`src/rtl/vector_elementwise_alu_macros.svh`:
```
// ---------------------------------------------------------------------------
// Assertion macros for the vector element-wise ALU
// Immediate-implication and next-cycle-implication checks on one clock.
// ---------------------------------------------------------------------------
`ifndef VECTOR_ELEMENTWISE_ALU_MACROS_SVH
`define VECTOR_ELEMENTWISE_ALU_MACROS_SVH

// Check cons in the same cycle as ante.
`define VEA_ASSERT_NOW(label, clk, rst, ante, cons, msg) \
  label: assert property (@(posedge clk) disable iff (rst) (ante) |-> (cons)) else $error(msg);

// Check cons in the cycle after ante.
`define VEA_ASSERT_NEXT(label, clk, rst, ante, cons, msg) \
  label: assert property (@(posedge clk) disable iff (rst) (ante) |=> (cons)) else $error(msg);

`endif

```
`src/rtl/vea_pkg.sv`:
```
// ---------------------------------------------------------------------------
// vea_pkg
// Shared constants, codes and the per-lane pipeline record.
// ---------------------------------------------------------------------------
package vea_pkg;

  localparam int NUM_LANES_MAX = 4;
  localparam int LANES         = 4;   // active lanes, 2..4
  localparam int FRAC_BITS     = 16;  // fraction bits, 0..30
  localparam int Q_W           = 32;
  localparam int CMD_W         = 3;
  localparam int DIV_STEPS     = 32;  // one quotient bit per cell
  // input register, prep stage, divider cells, output register
  localparam int STAGES        = DIV_STEPS + 3;

  localparam logic [Q_W-1:0] Q_MAX = {1'b0, {(Q_W-1){1'b1}}};
  localparam logic [Q_W-1:0] Q_MIN = {1'b1, {(Q_W-1){1'b0}}};

  typedef logic signed [Q_W-1:0] q_t;

  typedef enum logic [1:0] {
    OP_ADD,
    OP_SUB,
    OP_MUL,
    OP_DIV
  } op_t;

  typedef enum logic [1:0] {
    ST_OK,
    ST_SAT,
    ST_DZ
  } status_t;

  // One lane's work in flight. acc holds the add/sub result, the raw
  // product, or the divider remainder (high half) and dividend/quotient
  // bits (low half).
  typedef struct packed {
    op_t              op;
    logic [2*Q_W-1:0] acc;
    logic [Q_W-1:0]   dv;
    logic             neg;
    logic             ovf;
    logic             dz;
    logic             a_neg;
    logic             a_zero;
    logic             sat;
  } lane_t;

endpackage

```
`src/rtl/vea_div_cell.sv`:
```
// ---------------------------------------------------------------------------
// vea_div_cell
// One restoring-division step for one lane; other ops pass through.
// ---------------------------------------------------------------------------
module vea_div_cell import vea_pkg::*; (
  input  logic  clk,
  input  logic  en,
  input  lane_t din,
  output lane_t dout
);

  logic [Q_W:0] trial;
  logic [Q_W:0] diff;
  logic         ge;
  lane_t        nx;

  always_comb begin
    // shift the next dividend bit into the remainder
    trial = {din.acc[2*Q_W-1:Q_W], din.acc[Q_W-1]};
    diff  = trial - {1'b0, din.dv};
    ge    = trial >= {1'b0, din.dv};
    nx    = din;
    if (din.op == OP_DIV) begin
      nx.acc = {(ge ? diff[Q_W-1:0] : trial[Q_W-1:0]), din.acc[Q_W-2:0], ge};
    end
  end

  always_ff @(posedge clk) begin
    if (en) begin
      dout <= nx;
    end
  end

endmodule

```
`config.mk`:
```
export PLATFORM = sky130hd
export DESIGN_NAME = vea_div_cell
export DESIGN_NICKNAME = d
export VERILOG_FILES = /design/src/rtl/vector_elementwise_alu_macros.svh /design/src/rtl/vea_pkg.sv /design/src/rtl/vea_div_cell.sv
export SDC_FILE = /design/constraint.sdc
export NUM_CORES = 1
export LEC_CHECK = 0
export CORE_MARGIN = 2
export CORE_UTILIZATION = 55
export DETAILED_ROUTE_END_ITERATION = 10
export DONT_BUFFER_PORTS = 1
export GPL_TIMING_DRIVEN = 0
export MAX_ROUTING_LAYER = met4
export PLACE_DENSITY_LB_ADDON = 0.12
export SKIP_CTS_REPAIR_TIMING = 1
export SYNTH_ARGS = -nofsm -noshare
export SYNTH_HDL_FRONTEND = slang
export SYNTH_SLANG_ARGS = --single-unit
```
`constraint.sdc`:
```
create_clock -name clk -period 7.7 [get_ports clk]
set_input_delay 1.155 -clock clk [delete_from_list [all_inputs] [get_ports clk]]
set_output_delay 1.155 -clock clk [all_outputs]
set_load 0.02 [all_outputs]
```
## Word-level counts from Yosys, hierarchy flattened

Index checks and enable logic that the tools add are counted.

| storage, ports and cells | value |
|---|---|
| logic and storage cells | 14 |
| output and inout port bits | 104 |
| register bits after elaboration | 104 |
| memories kept | 0 |
| input port bits | 106 |
| bits in latches | 0 |
| bits in writable memories | 0 |
| ROM bits | 0 |

| operators by class | value |
|---|---|
| equal/unequal tests | 1 |
| reductions and logical operators | 0 |
| mux-type cells | 2 |
| add/sub/neg operators | 1 |
| div/mod/pow operators | 0 |
| bitwise operators | 0 |
| multiply operators | 0 |
| shift-type cells | 0 |
| order comparisons | 1 |

Operator list:

| kind | number |
|---|---|
| 64-bit 2-to-1 mux | 1 |
| 33-bit by 32-bit greater-or-equal comparator with 1-bit output | 1 |
| 32-bit 2-to-1 mux | 1 |
| 32-bit subtractor | 1 |
| 2-bit == test (second input constant) | 1 |

## Longest topological paths before layout

| logic depth | value |
|---|---|
| depth in word-level cells | 3 |
| depth in mapped cells | 14 |
| mapped depth without buffers | 13 |

## Worst setup path after synthesis

OpenSTA, ideal clock, no wires.

| timing | value |
|---|---|
| path type | input to register |
| from | in din[69] (netlist name) |
| to | reg dout[100] (netlist name), data pin |
| arrival time | 3280 ps |
| data required time | 7430 ps |
| setup time | 270 ps |
| setup slack | 4150 ps |
| cell stages on the path | 13 |
| path buffers | 0 |
| cell sequence | inv_1 -> ha_1 -> inv_1 -> fa_1 -> a211oi_1 -> o21ai_0 -> a21oi_1 -> a21bo_2 -> o311a_1 -> o21ai_0 -> xor2_1 -> mux2i_1 -> a21oi_1 |

RTL lines:

| what | line | source |
|---|---|---|
| start: declaration | vea_div_cell.sv:8 | `input lane_t din,` |
| end signal: assignment | vea_div_cell.sv:30 | `dout <= nx;` |
| end: declaration | vea_div_cell.sv:9 | `output lane_t dout` |

==> results.md <==
- Levels on crit path: 13
- Power per cell area: 216 nW/um^2
- Area contributors post-synth: edfxtp_1 52%, nand2_1 9.0%, ha_1 6.7%
- Vias post-DR: 4555
- Top-count cell post-synth: nand2_1
- Top Ports: 210
- Top flop regs: dout (104)
- Ys async rst share: 0%
- Post-Place Cell Area: 6190 sq um
- Total CTS buffers: 9
- Synth Warn #: 0
- Post-route cell area: 6380 sq um
- Layout Utilization: 59.4%
- MaxCap Viol Count: 0
- Share of layout cells above drive strength 1: 4.71%
- Status: complete, no violations
- Sequential area share after synthesis: 51.9%
- First-pass GRT wire length: 22500 um
- Die Ht: 109 um
- # nets final: 750
- Setup total negative slack: 0 ns
- Top_reg_cell synth: edfxtp_1
- Number of flip-flops in the largest register: 104
- P&R area growth vs syn: 6.11%
- Critical path launch point type: input port
- Final Hold Fails: 0
- Top delay family on crit path: compound AO/OA/AOI/OAI gates
- Gr usage total: 25.9%
- Syn Inst Count: 600
- CP bufs+invs: 2
- Residual DRC: 0
- Crit-path max cell delay: 0.42 ns
- Syn Nets: 739
- Core area: 10700 sq um
- Max-slew violations: 0
- Final Power: 1380 uW
- Slew headroom: 51.5%
- FP Rows: 38
- Synth top cells by count: 144 x nand2_1, 104 x edfxtp_1, 45 x o21ai_0
- Worst EP required: 7.83 ns
- Maximum VDD drop: 0.120 mV
- CP endpoint: dout[100]$_DFFE_PP_
- # H-tree levels: 3
- Final GP Congestion: 0.926
- Die ar.: 11800 sq um
- CTS Root Cell: clkbuf_8
- Area leader, netlist: edfxtp_1
- Max Freq: 0.271 GHz
- Fin crit share: 47.9%
- Clock Path Buffers: 2
- Static leakage: 0.00267 uW
- Antenna-violating nets left: 0
- Clock slew at reported path FFs: 0.11 ns
- Crit path kind: input port to flip-flop
- Top reg by flops: dout
- CTS Sinks: 104
- Gr ovfl total: 0
- Crit end category: flip-flop
- Initial antenna violation count: 0
- Number of flops mapped to enable cells by yosys: 104
- WL per Instance: 20.1 um
- Vias per std cell: 6.03
- Final HPWL DP: 11300 um
- Setup repair after global routing missed its margin: false
- Initial Util: 56.0%
- Synth top area share: 51.9%
- CTS tree: done
- Library cells used by synthesis: 56
- Crit-path slowest cell: fa_1
- 1st-pass router iterations: 5
- Critical Path, Cell by Cell: inv_1, ha_1, inv_1, fa_1, a211oi_1, o21ai_0, a21oi_1, a21bo_2, o311a_1, o21ai_0, xor2_1, mux2i_1, a21oi_1
- Hold Crit Class: input port to flip-flop
- Least-Margin Pin Slew: 0.727 ns
- CP startpoint: din[69]
- Routed wire length: 15200 um
- Syn Std Cell Area: 6020 sq um
- N_diodes: 0
- Syn avg cell area: 10.0 sq um
- CP arrival: 3.82 ns
- Synthesis-stage register bit count: 104
- Final setup vio count: 0
- Vias in the first global route: 4380
- Tmin final: 3.69 ns
- Pin count of the biggest net entering global routing: 105
- Horiz. Die Dim: 109 um
- Initial DRC count: 375
- Buffers on Ports: 0
- Worst-path fanout max: 4
## cells by family after synthesis
| kind of cell | share of synthesized area (%) |
|---|---|
| buffers and inverters | 4.55 |
| AO/OA/AOI/OAI | 14.9 |
| AND/OR/NAND/NOR | 14.6 |
| XOR/XNOR | 3.93 |
| flip-flops | 51.9 |
| multiplexers | 3.16 |
| adder cells (fa/ha/maj) | 6.99 |
## routing by layer
layer  wire length [um]  GRT usage, %  up-vias
li1                   -             -     2144
met1               6010          30.6     2186
met2               7540          42.7      199
met3               1350          7.05       26
met4                288          8.97        0
met5                  0             -        -
## metrics by stage
step	cells	setup WS [ns]	hold slack (ns)
6_report	756	4.01	0.856
3_3_place_gp	740	3.67	1.25
4_1_cts	756	4.03	0.842
5_1_grt	756	3.82	0.842
2_1_floorplan	600	4.15	1.25
3_5_place_dp	740	3.63	1.25
## cells in the final DEF, fill, tap and decap left out, types with 3 or more instances in the layout
cell type,instances
nand2_1,144
edfxtp_1,104
o21ai_0,45
inv_1,44
a21oi_1,38
ha_1,32
nor2_1,24
mux2i_1,19
xnor2_1,17
clkbuf_1,15
a21o_1,13
o21ai_1,13
xor2_1,10
clkbuf_8,9
nand4_1,7
o21bai_1,6
nand3_1,6
nor3_1,5
a211oi_1,4
a31oi_1,4
buf_2,3
buf_4,3
nand2b_1,3
## area by class of cell
cell class	count	area (sq um)
Buffer	23	109
Clock buffer	9	124
Clock inverter	7	68.8
Fill cell	935	4360
Inverter	44	165
Multi-Input combinational cell	429	2620
Sequential cell	104	3120
Tap cell	140	175
## power breakdown
group	switching (uW)	internal [uW]	leakage (uW)	total, uW
Sequential	86.9	689	0.00102	776
Clock	196	151	0.0000991	346
Combinational	150	104	0.00156	254
Total	432	944	0.00267	1380
## worst min-delay path by stage
stage | depth (start not counted) | slack (ns) | end | start
4_1_cts | 0 | 0.84 | dout[27]$_DFFE_PP_ | din[27]
5_1_grt | 0 | 0.84 | dout[27]$_DFFE_PP_ | din[27]
3_5_place_dp | 0 | 1.25 | dout[4]$_DFFE_PP_ | din[4]
6_report | 0 | 0.86 | dout[27]$_DFFE_PP_ | din[27]
3_3_place_gp | 0 | 1.25 | dout[0]$_DFFE_PP_ | din[0]
2_1_floorplan | 0 | 1.25 | dout[0]$_DFFE_PP_ | din[0]
Note: power is estimated with default switching activity, not from simulation.
