[config.mk]
export PLATFORM = sky130hd
export DESIGN_NAME = vea_prep
export DESIGN_NICKNAME = d
export VERILOG_FILES = /design/src/rtl/vector_elementwise_alu_macros.svh /design/src/rtl/vea_pkg.sv /design/src/rtl/vea_prep.sv
export SDC_FILE = /design/constraint.sdc
export NUM_CORES = 2
export LEC_CHECK = 0
export BUFFER_PORTS_ARGS = -buffer_cell sky130_fd_sc_hd__clkbuf_2
export CAP_MARGIN = 20
export CELL_PAD_IN_SITES_DETAIL_PLACEMENT = 0
export CELL_PAD_IN_SITES_GLOBAL_PLACEMENT = 2
export CORE_ASPECT_RATIO = 0.7
export CORE_MARGIN = 1
export CORE_UTILIZATION = 35
export DETAILED_ROUTE_END_ITERATION = 12
export PLACE_DENSITY = 0.83
export SLEW_MARGIN = 25
export SYNTH_ARGS = -nofsm -noshare
export SYNTH_HDL_FRONTEND = slang
export SYNTH_SLANG_ARGS = --single-unit
[constraint.sdc]
create_clock -name clk -period 9.85 [get_ports clk]
set_clock_uncertainty 0.05 [all_clocks]
set_input_delay 0.985 -clock clk [delete_from_list [all_inputs] [get_ports clk]]
set_output_delay 0.985 -clock clk [all_outputs]
set_load 0.02 [all_outputs]
[src/rtl/vector_elementwise_alu_macros.svh]
// ---------------------------------------------------------------------------
// Assertion macros for the vector element-wise ALU
// Immediate-implication and next-cycle-implication checks on one clock.
// ---------------------------------------------------------------------------
`ifndef VECTOR_ELEMENTWISE_ALU_MACROS_SVH
`define VECTOR_ELEMENTWISE_ALU_MACROS_SVH

// Check cons in the same cycle as ante.
`define VEA_ASSERT_NOW(label, clk, rst, ante, cons, msg) \
  label: assert property (@(posedge clk) disable iff (rst) (ante) |-> (cons)) else $error(msg);

// Check cons in the cycle after ante.
`define VEA_ASSERT_NEXT(label, clk, rst, ante, cons, msg) \
  label: assert property (@(posedge clk) disable iff (rst) (ante) |=> (cons)) else $error(msg);

`endif

[src/rtl/vea_pkg.sv]
// ---------------------------------------------------------------------------
// vea_pkg
// Shared constants, codes and the per-lane pipeline record.
// ---------------------------------------------------------------------------
package vea_pkg;

  localparam int NUM_LANES_MAX = 4;
  localparam int LANES         = 4;   // active lanes, 2..4
  localparam int FRAC_BITS     = 16;  // fraction bits, 0..30
  localparam int Q_W           = 32;
  localparam int CMD_W         = 3;
  localparam int DIV_STEPS     = 32;  // one quotient bit per cell
  // input register, prep stage, divider cells, output register
  localparam int STAGES        = DIV_STEPS + 3;

  localparam logic [Q_W-1:0] Q_MAX = {1'b0, {(Q_W-1){1'b1}}};
  localparam logic [Q_W-1:0] Q_MIN = {1'b1, {(Q_W-1){1'b0}}};

  typedef logic signed [Q_W-1:0] q_t;

  typedef enum logic [1:0] {
    OP_ADD,
    OP_SUB,
    OP_MUL,
    OP_DIV
  } op_t;

  typedef enum logic [1:0] {
    ST_OK,
    ST_SAT,
    ST_DZ
  } status_t;

  // One lane's work in flight. acc holds the add/sub result, the raw
  // product, or the divider remainder (high half) and dividend/quotient
  // bits (low half).
  typedef struct packed {
    op_t              op;
    logic [2*Q_W-1:0] acc;
    logic [Q_W-1:0]   dv;
    logic             neg;
    logic             ovf;
    logic             dz;
    logic             a_neg;
    logic             a_zero;
    logic             sat;
  } lane_t;

endpackage

[src/rtl/vea_prep.sv]
// ---------------------------------------------------------------------------
// vea_prep
// First lane stage: add/sub with saturation, raw product, divider setup.
// ---------------------------------------------------------------------------
module vea_prep import vea_pkg::*; (
  input  logic  clk,
  input  logic  en,
  input  op_t   op,
  input  q_t    a,
  input  q_t    b,
  output lane_t lane
);

  logic signed [Q_W:0]     sum;
  logic signed [2*Q_W-1:0] prod;
  logic [Q_W-1:0]          mag_a;
  logic [Q_W-1:0]          mag_b;
  logic [2*Q_W-1:0]        num;
  logic                    sum_ovf;
  lane_t                   nx;

  always_comb begin
    if (op == OP_SUB) begin
      sum = {a[Q_W-1], a} - {b[Q_W-1], b};
    end else begin
      sum = {a[Q_W-1], a} + {b[Q_W-1], b};
    end
    sum_ovf = sum[Q_W] != sum[Q_W-1];
    prod    = a * b;
    mag_a   = a[Q_W-1] ? (~a + 1'b1) : a;
    mag_b   = b[Q_W-1] ? (~b + 1'b1) : b;
    // scaled dividend; high half starts as the remainder
    num     = {{Q_W{1'b0}}, mag_a} << FRAC_BITS;

    nx        = '0;
    nx.op     = op;
    nx.dv     = mag_b;
    nx.neg    = a[Q_W-1] ^ b[Q_W-1];
    nx.ovf    = num[2*Q_W-1:Q_W] >= mag_b;
    nx.dz     = b == '0;
    nx.a_neg  = a[Q_W-1];
    nx.a_zero = a == '0;
    case (op)
      OP_ADD, OP_SUB: begin
        nx.sat = sum_ovf;
        if (sum_ovf) begin
          nx.acc = {{Q_W{1'b0}}, (sum[Q_W] ? Q_MIN : Q_MAX)};
        end else begin
          nx.acc = {{Q_W{1'b0}}, sum[Q_W-1:0]};
        end
      end
      OP_MUL: begin
        nx.acc = prod;
      end
      default: begin
        nx.acc = num;
      end
    endcase
  end

  always_ff @(posedge clk) begin
    if (en) begin
      lane <= nx;
    end
  end

endmodule

* After elaboration in Yosys (flattened, before gate mapping) *
Index checks and enable logic that the tools add are counted.

word-level totals
  register bits after elaboration = 104
  input bits = 68
  output and inout port bits = 104
  logic and storage cells = 31

cells by class
  add/subtract/negate cells = 4
  multipliers = 1
  $lt $le $gt $ge = 1
  equal/unequal tests = 3
  multiplexer cells = 6
  bitwise gates (word level) = 3
  reductions and logical operators = 4

operator list
  kind                                                                   number
  32-bit two-way mux                                                     4
  64-bit case mux with 2 select lines                                    1
  32-bit by 1-bit adder with 32-bit output, second input constant        2
  32-bit zero test                                                       2
  32-bit by 32-bit multiplier with 64-bit output                         1
  32-bit NOT                                                             2
  32-bit by 32-bit adder with 33-bit output                              1
  33-bit two-way mux                                                     1
  32-bit by 32-bit subtractor with 33-bit output                         1
  16-bit by 32-bit >= comparator with 1-bit output                       1
  2-bit by 1-bit equality test with 1-bit output, second input constant  1
  2-bit equality test, second input constant                             1
  2-bit zero test                                                        1
  2-bit OR reduction                                                     1
  1-bit inequality test                                                  1
  1-bit XOR                                                              1

* Longest topological paths before layout *
  depth in word-level cells = 5
  depth in mapped cells = 30
  gate-level depth less buffers = 27

* Worst setup path before layout *
No wires, ideal clock.

  path type = in2reg
  start point = in a[31]
  end point = reg lane[101] (netlist bit), data pin
  library setup time = 266 ps
  arrival time = 8,672 ps
  required time = 9,534 ps
  setup slack = 862 ps
  stages = 28
  buffers on the path = 3
  path through = clkbuf_1 clkbuf_1 buf_1 nand2_1 inv_1 fa_1 fa_1 fa_1 fa_1 inv_1 fa_1 inv_1 fa_1 inv_1 fa_1 inv_1 fa_1 ha_1 a21oi_1 o21bai_1 a21o_1 a21o_1 a21o_1 a211o_1 a21oi_1 o31ai_1 xnor2_1 nor2_1

RTL lines
  what                  line            source
  start, declared       vea_prep.sv:9   input q_t a,
  end signal, assigned  vea_prep.sv:63  lane <= nx;
  end, declared         vea_prep.sv:11  output lane_t lane

==> results_dict.tcl <==
set metrics [dict create \
    outcome "completed" \
    setup_viol 0 \
    fp-row-count 108 \
    critPathMaxFanout 21 \
    drive_gt1_share_pct 7.79 \
    routed_wl_mm 146 \
    ant_nets 0 \
    routabilityCongestion 0.941 \
    largest_reg_flops 104 \
    ctsResizeCount 0 \
    grt_use_total_pct 23.6 \
    slew_violations 0 \
    routed-via-count 32757 \
    maxSlewHeadroom_pct 30.4 \
    max_freq_ghz 0.108 \
    worstSetupPathType "in2reg" \
    netlist_instances 4752 \
    cp-end-kind "flop" \
    cts_setup_buffers 0 \
    worstMarginPinSlew_ps 1030 \
    finalCriticalPeriod_ps 9270 \
    cts_tree "built" \
    synthTopCellsByArea "fa_1, inv_1, and2_1" \
    antenna_found_initial 10 \
    fillers 12722 \
    clock-sinks 104 \
    min_path_type "in2reg" \
    routedWlPerCell_um 22.6 \
    max_stage_delay_ps 790 \
    grt_setup_unrepaired "no" \
    synth_top_area_share_pct 49.1 \
    grt_max_degree 71 \
    synthesis.area_um2 44200 \
    yosysWarnings 0 \
    fin_crit_sh_pct 94.2 \
    die_h_um 299 \
    via_per_inst 5.08 \
    crit_slowest_cell "o41ai_1" \
    final_cell_mix "fa_1, inv_1, nand2_1, and2_1, ha_1" \
    syn_avg_cell_area_um2 9.30 \
    cp-start-kind "input port" \
    synthArstFlopShare_pct 0 \
    io_buffer_count 171 \
    clk_pin_slew_ps 90 \
    hold_buffers 0 \
    syn2layout_area_growth_pct 7.79 \
    placed_area_um2 47300 \
    post-route-drc-count 0 \
    die-width_um 427 \
    cp_common_cell "fa_1" \
    first_iter_violations 2520 \
    post-route-worst-setup-slack_ps 576 \
    largestRegisters "lane (104)" \
    cts_buffers 9 \
    final_area_um2 47600 \
    root_buffer "clkbuf_16" \
    hold_violations 0 \
    largest-register "lane" \
    dp_worst_setup_slack_ps 288 \
    ys_types 73 \
    syn_nets 6142 \
    firstDrtPassIters 6 \
    coreArea_um2 125000 \
    io-pin-count 172 \
    yosysSeqAreaShare_pct 7.07 \
    worstPathArrival_ps 9360 \
    layout_commonest_cell "fa_1" \
    grt_first_pass_wirelength_mm 225 \
    die-area_um2 128000 \
    cts.path.max_buffers 2 \
    synth_edf_count 104 \
    synth-seq-cells 104 \
    num-nets-final 6184 \
    grt-ovfl-total 0 \
    synthFlopType "edfxtp_1" \
    grt_pass1_vias 35159 \
    htree_levels 3 \
    start_util_pct 35.5 \
    max_cap_violations 0 \
    critical_path_required_ps 9930 \
    yosys.area.top_type "fa_1" \
    hold_ws_ps 740 \
    dp_hpwl_mm 122 \
    tns_ps 0 \
]
## cell usage after synthesis, types with 5 or more instances
library cell,count
a211oi_1,19
nand2b_1,24
o41ai_1,8
and3_1,9
and2_1,515
nor3_1,26
o21bai_1,12
o21a_1,26
a211o_1,5
fa_1,1083
nor4_1,8
clkbuf_1,269
o31ai_1,23
o211a_1,5
nand3_1,31
nor2_1,128
or3_1,10
xor2_1,74
o22ai_1,9
ha_1,239
inv_1,980
a22oi_1,7
or4_1,8
buf_1,26
nand2_1,610
edfxtp_1,104
xnor2_1,107
a21o_1,61
a31oi_1,10
o21ai_0,105
a21oi_1,101
nand4_1,21
mux2i_1,6
o211ai_1,8
nor2b_1,6
## worst max-delay path: cells and delay by family
kind,cells,cell delay (ps)
and+or+nand+nor,2,270
buffers and inverters,6,1180
muxes,1,160
adders and majority gates,9,4440
AOI/OAI and AO/OA,8,2270
## cell type report
class	instances	area, um^2	area share (%)
Antenna cell	5	12.5	0.0263
Clock buffer	9	225	0.473
Clock inverter	7	61.3	0.129
Inverter	982	3690	7.74
Multi-Input combinational cell	3367	36300	76.1
Sequential cell	104	3120	6.56
Tap cell	1650	2060	4.33
Timing Repair Buffer	330	2200	4.62
## routing by layer
layer / global-route usage [%] / wire (um)
met5: 0 / 7
met4: 3.80 / 2390
met3: 4.29 / 10900
met1: 36.2 / 69700
met2: 35.1 / 62900
## through the flow
stage | util (%) | instances
after floorplan | - | 4752
after global placement | 38.0 | 6433
after detailed placement | 38.0 | 6433
after CTS | 38.2 | 6449
after global routing | 38.2 | 6450
final | 38.2 | 6454
## path summary, 6_finish.rpt
check	start	endpoint	depth (start not counted)	slack, ps
setup / recovery	a[11]	lane[97]	26	580
hold / removal	op[1]	lane[103]	1	740
## cells by family after synthesis
| logic type | count (synthesis) | synth area share, % |
|---|---|---|
| XOR/XNOR | 181 | 3.59 |
| adder cells (fa/ha/maj) | 1322 | 55.8 |
| flip-flops | 104 | 7.07 |
| multiplexers | 6 | 0.136 |
| AO/OA/AOI/OAI | 437 | 6.48 |
| AND/OR/NAND/NOR | 1421 | 16.0 |
| buffers and inverters | 1281 | 10.9 |
Power is not shown: default switching activity piles up to over one toggle a cycle in this logic, so the estimate is an artifact.
