$ cat src/rtl/vector_elementwise_alu_macros.svh
// ---------------------------------------------------------------------------
// Assertion macros for the vector element-wise ALU
// Immediate-implication and next-cycle-implication checks on one clock.
// ---------------------------------------------------------------------------
`ifndef VECTOR_ELEMENTWISE_ALU_MACROS_SVH
`define VECTOR_ELEMENTWISE_ALU_MACROS_SVH

// Check cons in the same cycle as ante.
`define VEA_ASSERT_NOW(label, clk, rst, ante, cons, msg) \
  label: assert property (@(posedge clk) disable iff (rst) (ante) |-> (cons)) else $error(msg);

// Check cons in the cycle after ante.
`define VEA_ASSERT_NEXT(label, clk, rst, ante, cons, msg) \
  label: assert property (@(posedge clk) disable iff (rst) (ante) |=> (cons)) else $error(msg);

`endif

$ cat src/rtl/vea_pkg.sv
// ---------------------------------------------------------------------------
// vea_pkg
// Shared constants, codes and the per-lane pipeline record.
// ---------------------------------------------------------------------------
package vea_pkg;

  localparam int NUM_LANES_MAX = 4;
  localparam int LANES         = 4;   // active lanes, 2..4
  localparam int FRAC_BITS     = 16;  // fraction bits, 0..30
  localparam int Q_W           = 32;
  localparam int CMD_W         = 3;
  localparam int DIV_STEPS     = 32;  // one quotient bit per cell
  // input register, prep stage, divider cells, output register
  localparam int STAGES        = DIV_STEPS + 3;

  localparam logic [Q_W-1:0] Q_MAX = {1'b0, {(Q_W-1){1'b1}}};
  localparam logic [Q_W-1:0] Q_MIN = {1'b1, {(Q_W-1){1'b0}}};

  typedef logic signed [Q_W-1:0] q_t;

  typedef enum logic [1:0] {
    OP_ADD,
    OP_SUB,
    OP_MUL,
    OP_DIV
  } op_t;

  typedef enum logic [1:0] {
    ST_OK,
    ST_SAT,
    ST_DZ
  } status_t;

  // One lane's work in flight. acc holds the add/sub result, the raw
  // product, or the divider remainder (high half) and dividend/quotient
  // bits (low half).
  typedef struct packed {
    op_t              op;
    logic [2*Q_W-1:0] acc;
    logic [Q_W-1:0]   dv;
    logic             neg;
    logic             ovf;
    logic             dz;
    logic             a_neg;
    logic             a_zero;
    logic             sat;
  } lane_t;

endpackage

$ cat src/rtl/vea_finish.sv
// ---------------------------------------------------------------------------
// vea_finish
// Last lane step: product scaling, quotient sign, saturation and flags.
// ---------------------------------------------------------------------------
module vea_finish import vea_pkg::*; (
  input  lane_t lane,
  output q_t    r,
  output logic  sat,
  output logic  dz
);

  logic signed [2*Q_W-1:0] sh;
  logic [Q_W-1:0]          q;

  always_comb begin
    sh  = $signed(lane.acc) >>> FRAC_BITS;
    q   = lane.acc[Q_W-1:0];
    r   = '0;
    sat = 1'b0;
    dz  = 1'b0;
    case (lane.op)
      OP_ADD, OP_SUB: begin
        r   = lane.acc[Q_W-1:0];
        sat = lane.sat;
      end
      OP_MUL: begin
        if ((&sh[2*Q_W-1:Q_W-1]) || !(|sh[2*Q_W-1:Q_W-1])) begin
          r = sh[Q_W-1:0];
        end else begin
          sat = 1'b1;
          r   = sh[2*Q_W-1] ? Q_MIN : Q_MAX;
        end
      end
      default: begin
        if (lane.dz) begin
          dz = 1'b1;
          r  = lane.a_zero ? '0 : (lane.a_neg ? Q_MIN : Q_MAX);
        end else if (lane.neg) begin
          if (lane.ovf || q > Q_MIN) begin
            sat = 1'b1;
            r   = Q_MIN;
          end else begin
            r = ~q + 1'b1;
          end
        end else begin
          if (lane.ovf || q[Q_W-1]) begin
            sat = 1'b1;
            r   = Q_MAX;
          end else begin
            r = q;
          end
        end
      end
    endcase
  end

endmodule

$ cat config.mk
export PLATFORM = sky130hd
export DESIGN_NAME = vea_finish
export DESIGN_NICKNAME = d
export VERILOG_FILES = /design/src/rtl/vector_elementwise_alu_macros.svh /design/src/rtl/vea_pkg.sv /design/src/rtl/vea_finish.sv
export SDC_FILE = /design/constraint.sdc
export NUM_CORES = 1
export LEC_CHECK = 0
export BUFFER_PORTS_ARGS = -buffer_cell sky130_fd_sc_hd__buf_4
export CORE_UTILIZATION = 39
export DETAILED_ROUTE_END_ITERATION = 7
export PLACE_DENSITY = 0.88
export SLEW_MARGIN = 20
export SYNTH_ARGS = -nofsm -noshare
export SYNTH_HDL_FRONTEND = slang
export SYNTH_SLANG_ARGS = --single-unit
$ cat constraint.sdc
create_clock -name vclk -period 4
set_input_delay 1 -clock vclk [all_inputs]
set_output_delay 1 -clock vclk [all_outputs]
set_load 0.03 [all_outputs]
* Word-level counts from Yosys, hierarchy flattened *
Index checks and enable logic that the tools add are counted.

storage, ports and cells
  register bits after elaboration = 0
  input bits = 104
  output and inout port bits = 34
  word-level logic and storage cells = 31

cells by class
  add/sub/neg operators = 1
  order comparisons = 1
  equality and inequality tests = 2
  muxes and demuxes = 17
  bitwise gates (word level) = 1
  reductions and logical operators = 9

operator list
  cell                                                   count
  two-way mux 32 bit                                     8
  case mux 32 bit (2 select lines)                       1
  adder 32 x 1 -> 32 bit, second input constant          1
  greater-than comparator 32 bit, second input constant  1
  NOT 32 bit                                             1
  AND reduction 17 bit                                   1
  OR reduction 17 bit                                    1
  two-way mux 1 bit                                      7
  logical OR 1 bit                                       3
  OR reduction 3 bit                                     1
  == test 2 x 1 -> 1 bit, second input constant          1
  == test 2 bit, second input constant                   1
  logical NOT 2 bit                                      1
  case mux 1 bit (2 select lines)                        1
  OR reduction 2 bit                                     1
  logical NOT 1 bit                                      1

* Depth between registers and ports, before layout *
Gate-level depths: netlist of the first run.

  word-level depth = 6
  depth in mapped cells = 8
  gate-level depth less buffers = 7

* Worst setup path before layout of the first run *
Ideal clock, no wire load.

  path type = input port to output port
  start = input lane[65] (netlist bit)
  end = output r[9]
  data arrival time = 3476 ps
  path slack = -476 ps
  stages = 7
  buffers on the path = 2
  cells stage by stage = or4_1 > buf_2 > or4_4 > o311ai_4 > nand2_2 > buf_6 > o311ai_1

between the ends
  longest elaborated chain between the ends = 6

RTL lines
  item                              line              source
  from (decl)                       vea_finish.sv:6   input lane_t lane,
  greater-than comparator 32 bit    vea_finish.sv:39  if (lane.ovf || q > Q_MIN) begin
  logical OR 1 bit                  vea_finish.sv:39
  two-way mux 32 bit                vea_finish.sv:39
  two-way mux 32 bit                vea_finish.sv:38  end else if (lane.neg) begin
  two-way mux 32 bit                vea_finish.sv:35  if (lane.dz) begin
  case mux 32 bit (2 select lines)  vea_finish.sv:21  case (lane.op)
  to (decl)                         vea_finish.sv:7   output q_t r,

Every way passes these cells.

* Final worst setup path of the first run *
  start = input lane[53] (netlist bit)
  end = output r[28]

between the ends
  longest elaborated chain between the ends = 6
  elaborated cells between the ends (all ways) = 8
  those cells by class = add/sub (1); order compare (1); mux (4); bitwise (1); reduce/logical (1)

RTL lines
  item                                                          line
  NOT 32 bit or greater-than comparator 32 bit (tied branches)  vea_finish.sv:43, vea_finish.sv:39
  adder 32 x 1 -> 32 bit or logical OR 1 bit (tied branches)    vea_finish.sv:43, vea_finish.sv:39
  two-way mux 32 bit *                                          vea_finish.sv:39
  two-way mux 32 bit *                                          vea_finish.sv:38
  two-way mux 32 bit *                                          vea_finish.sv:35
  case mux 32 bit (2 select lines) *                            vea_finish.sv:21

Mark *: on every way between the ends. The rest lies on a longest branch, timed or not.

==> results of run 1 <==
-- power breakdown --
part / switching [mW] / internal [mW]
Combinational: 0.217 / 0.176
Sequential: 0 / 0
Clock: 0 / 0
Total: 0.217 / 0.176
-- how the worst min path moves through the flow --
stage                   from    end  slack (ns)  depth (start not counted)
floorplan           lane[66]  r[28]        2.19                          2
global placement    lane[74]  r[20]        2.38                          4
detailed placement   lane[0]    sat        2.38                          3
CTS                 lane[70]  r[16]        2.37                          4
global route        lane[74]  r[20]        2.38                          4
finish              lane[70]  r[16]        2.37                          4
-- final cells by class --
class	count	area [um2]
fillers	333	1040
inverters	11	41.3
multi-input cells	271	1940
well taps	52	65.1
repair buffers	165	1360
-- placed cells by master (no fill, tap or decap), types with 2 or more instances in the layout --
| master | instances |
|---|---|
| and4_1 | 2 |
| nor4_2 | 2 |
| o2111ai_4 | 5 |
| nor3_2 | 2 |
| a211oi_1 | 9 |
| a41oi_1 | 5 |
| nand3_2 | 2 |
| a31oi_1 | 9 |
| nor2_1 | 16 |
| o211ai_1 | 16 |
| or4_1 | 4 |
| nand2_4 | 2 |
| buf_4 | 138 |
| nor3b_1 | 3 |
| and3_1 | 3 |
| a21oi_1 | 27 |
| nand4_1 | 8 |
| buf_12 | 2 |
| nor4_1 | 9 |
| nand3_1 | 23 |
| xor2_1 | 2 |
| o21ai_0 | 34 |
| o311ai_0 | 3 |
| o2111ai_2 | 9 |
| nand2b_1 | 3 |
| buf_6 | 25 |
| o22ai_1 | 4 |
| inv_1 | 10 |
| nor3_1 | 11 |
| or4_4 | 5 |
| and2_1 | 2 |
| o21ai_1 | 3 |
| a311oi_1 | 2 |
| nand2_1 | 20 |
| o311ai_4 | 2 |
| or2_2 | 2 |
-- cells in the mapped netlist, types with 2 or more instances --
library cell	instances	area [um2]
xor2_1	2	17.5
nor2_1	16	60.1
nor3b_1	3	22.5
buf_2	2	10.0
nor4_2	2	25.0
clkbuf_1	23	86.3
nor3_1	13	65.1
inv_1	10	37.5
o41ai_1	2	17.5
nor4_1	10	62.6
a31oi_1	9	56.3
a211oi_1	9	67.6
or4_1	8	60.1
nand4_1	8	50.1
nand2_1	21	78.8
nand3_1	25	125
nand2b_1	3	18.8
o22ai_1	4	25.0
o211ai_1	16	120
and3_1	3	18.8
and4_1	2	17.5
and2_1	2	12.5
o311ai_0	4	35.0
o2111ai_1	14	123
a41oi_1	5	43.8
a21oi_1	27	135
or2_2	2	12.5
o21ai_0	36	180
a311oi_1	2	17.5
-- logic make-up after synthesis --
| group | count (synthesis) | share of synthesized area, % |
|---|---|---|
| AO/OA/AOI/OAI | 143 | 52.4 |
| XOR/XNOR | 2 | 0.950 |
| adder cells (fa/ha/maj) | 1 | 0.678 |
| buffers and inverters | 38 | 8.28 |
| AND/OR/NAND/NOR | 125 | 37.7 |
-- timing repair --
item                                   CTS  global route
resized for setup                       25            15
buffers inserted                         1             1
endpoints found under the hold margin    0             0
pin swaps                               13            10
setup endpoints to repair               30            31
hold buffers                             0             0
-- layer usage --
layer  global-route usage, %  vias to the layer above
li1                        -                     1547
met3                    2.42                       20
met5                       0                        -
met1                    44.6                     1548
met4                    10.0                        0
met2                    60.9                      203
-- worst max-delay path, delay by kind of cell --
kind | cells | cell delay [ns]
AOI/OAI and AO/OA | 3 | 0.86
buffers and inverters | 2 | 0.26
and+or+nand+nor | 2 | 1.06
-- stage by stage --
| step | cell area [um2] | instances | power (mW) | hold WS [ns] | utilization (%) |
|---|---|---|---|---|---|
| after global routing | 3410 | 499 | 0.414 | 2.38 | 76.7 |
| after global placement | 3200 | 497 | 0.355 | 2.38 | 71.9 |
| after floorplan | 2010 | 309 | 0.187 | 2.19 | - |
| after detailed placement | 3200 | 497 | 0.362 | 2.38 | 71.9 |
| final | 3410 | 499 | 0.393 | 2.37 | 76.7 |
| after CTS | 3320 | 498 | 0.379 | 2.37 | 74.8 |
==> impl_metrics.yaml, run 1 <==
outcome:
  status: "finished with violations"
  violations: "DRC, setup timing"
cells_and_area:
  drive_gt1_share_pct: 44.7
  area_growth_syn_to_layout_pct: 84.7
  layout.nets: 554
  ff_latch_area_um2: 0
  clkbuf_count: 0
  num_antenna_cells: 0
  seq_cells: 0
floorplanning:
  start_util_pct: 41.5
  core.rowCount: 24
  die_h_um: 70.8
  die_width_um: 70.8
  core-area_mm2: 0.00444
  pin_count: 138
  dieArea_mm2: 0.00501
setup_path:
  cp_slowest_cell: "or4_4"
  crit_path_start: "lane[53]"
  cp-end-kind: "primary output"
  cp_max_fo: 4
  worstSetupPathType: "input port to primary output"
  critical_path_arrival_ns: 3.17
  cp-start-kind: "input port"
  crit_end: "r[28]"
  critical_path.max_stage_delay_ns: 0.53
  critical_path_required_ns: 3.00
  worstPathCellList: "buf_6, or4_4, or4_4, o41ai_1, a22oi_1, o2111ai_4, buf_6"
detailed_routing:
  dr.pass1.iters: 7
  drt-total-wl_mm: 9.16
  via_per_inst: 6.65
  wire_per_inst_um: 18.4
  drt_iter0_markers: 333
  antenna_left: 0
  route.met3.wl_um: 701
  route.top_layer_used: "met4"
  wl_met1_mm: 3.73
  vias: 3318
  drcViolationCount: 14
  met2_length_mm: 4.53
sta:
  setup_viol: 30
  fin_crit_ns: 4.17
  setup_slack_ns: -0.175
  rsz0062_at_grt: "true"
  hold_viol: 0
  setup_tns_ns: -2.61
  fin_crit_sh_pct: 104
  slew_headroom_pct: 58.0
  clock.fmax_mhz: 240
  final_max_slew_viol_count: 0
  worstMarginPinSlew_ns: 0.626
yosys:
  ys_seq_area_share_pct: 0
  yosys_warnings: 0
  syn_area_mm2: 0.00184
  synth_nets: 414
  syn-instance-count: 309
  postSynthAreaPerCell_um2: 5.97
  synth.distinct_cells: 55
place:
  dp_slack_ns: -0.239
  hpwl_mm: 6.94
  gp_congestion: 0.965
  numPortBuffers: 106
global_route:
  grt_pass1_vias: 3039
  grt_pass1_wl_mm: 14.3
  grt_max_degree: 51
  grt.total_usage_pct: 34.4
  antenna_found_initial: 0
  gr-total-overflow: 0
run:
  maxCapViolCount: 0
power:
  leakagePower_nw: 1.44
  peakVddDrop_v: 0.0000650
  p_per_area_mw_per_mm2: 115
min_path:
  min_path_type: "input port to primary output"
No activity file was read; power rests on OpenSTA's default activity.
==> run 2, diff against run 1 <==
Settings changed: MAX_ROUTING_LAYER set to met4.
==> impl_metrics.yaml, run 2 (synthesis results as in run 1) <==
global_route:
  gr-total-overflow: 0
  grt_pass1_vias: 3144
  antenna_found_initial: 0
  grt.total_usage_pct: 36.0
  grt_pass1_wl_mm: 14.6
  grt_max_degree: 51
power:
  seq_power_share_pct: 0
  peakVddDrop_v: 0.0000698
  leakagePower_nw: 1.39
  power.internal_uw: 168
  netSwitchingFraction_pct: 55.7
  p_per_area_mw_per_mm2: 115
  p_clk_share_pct: 0
  power_switching_uw: 211
  p_comb_share_pct: 100.0
cells_and_area:
  fin_cells: 496
  area_growth_syn_to_layout_pct: 78.6
  ff_latch_area_um2: 0
  layout.nets: 551
  seq_cells: 0
  drive_gt1_share_pct: 44.6
  layout_common_cells: "buf_4 (148), o21ai_0 (33), a21oi_1 (27)"
  layout_commonest_cell: "buf_4"
  clkbuf_count: 0
  num_antenna_cells: 0
  fin_util_pct: 74.1
sta:
  worstMarginPinSlew_ns: 0.573
  setup_slack_ns: -0.177
  fin_crit_sh_pct: 104
  rsz0062_at_grt: "true"
  clock.fmax_mhz: 239
  slew_headroom_pct: 61.5
  setup_tns_ns: -2.83
  fin_crit_ns: 4.18
  holdWs_ns: 2.37
  hold_viol: 0
  setup_viol: 30
  final_max_slew_viol_count: 0
run:
  maxCapViolCount: 0
setup_path:
  critical_path.max_stage_delay_ns: 0.54
  cp_slowest_cell: "or4_4"
  path_delay_family: "simple AND/OR/NAND/NOR gates"
  critical_path_arrival_ns: 3.18
  cp-start-kind: "input port"
  path_buf_inv: 3
  cp-end-kind: "primary output"
  worstPathCellList: "buf_6, or4_4, or4_4, o311ai_4, nand2_2, buf_4, o2111ai_2, buf_4"
  cp_max_fo: 7
  critical_path_required_ns: 3.00
  worstSetupPathType: "input port to primary output"
floorplanning:
  dieArea_mm2: 0.00501
  pin_count: 138
  start_util_pct: 41.5
  die_h_um: 70.8
  die_width_um: 70.8
  core-area_mm2: 0.00444
  core.rowCount: 24
detailed_routing:
  dr.pass1.iters: 7
  vias: 3292
  drcViolationCount: 14
  drt-total-wl_mm: 8.75
  antenna_left: 0
  via_per_inst: 6.64
  wire_per_inst_um: 17.6
  drt_iter0_markers: 427
place:
  dp_cells: 495
  hpwl_mm: 6.89
  gp_congestion: 0.980
  numPortBuffers: 106
outcome:
  status: "finished with violations"
  violations: "DRC, setup timing"
min_path:
  min_path_type: "input port to primary output"
## run 2: power groups by stage
stage | Combinational (mW) | Clock, mW | Sequential (mW)
3_3_place_gp | 0.355 | 0 | 0
3_5_place_dp | 0.362 | 0 | 0
4_1_cts | 0.372 | 0 | 0
6_report | 0.378 | 0 | 0
5_1_grt | 0.402 | 0 | 0
2_1_floorplan | 0.187 | 0 | 0
## run 2: tightest hold or removal path, stage by stage
cell and delay, ns:
buf_4 0.08, nand3_1 0.07, o2111ai_2 0.10, buf_6 0.13
## run 2: cell type report
cell class	instances	area, um2
Fill cell	348	1150
Tap cell	52	65.1
Timing Repair Buffer	162	1280
Inverter	11	41.3
Multi-Input combinational cell	271	1910
## run 2: timing repair
item	CTS	global route
pin swaps	12	3
setup buffers	0	1
hold endpoints to repair	0	0
resized for setup	16	9
hold buffers	0	0
setup endpoints to repair	31	33
## run 2: per-layer routing
metal | track usage (%) | vias to the layer above | routed length [um]
met5 | - | - | 0
met4 | 6.00 | 0 | 131
met3 | 2.85 | 22 | 705
met2 | 62.9 | 188 | 4340
met1 | 46.0 | 1539 | 3570
li1 | - | 1543 | -
## run 2: path summary, 6_finish.rpt
path	slack [ns]	end	start	cells past startpoint
hold / removal	2.37	r[19]	lane[73]	4
setup / recovery	-0.18	r[23]	lane[65]	8
## run 2: per-stage QoR
step | instance area (um2) | worst slack [ns] | total power, mW
CTS | 3250 | -0.178 | 0.372
global route | 3290 | -0.224 | 0.402
global placement | 3180 | -0.217 | 0.355
floorplan | 2010 | -0.195 | 0.187
detailed placement | 3180 | -0.232 | 0.362
finish | 3290 | -0.177 | 0.378
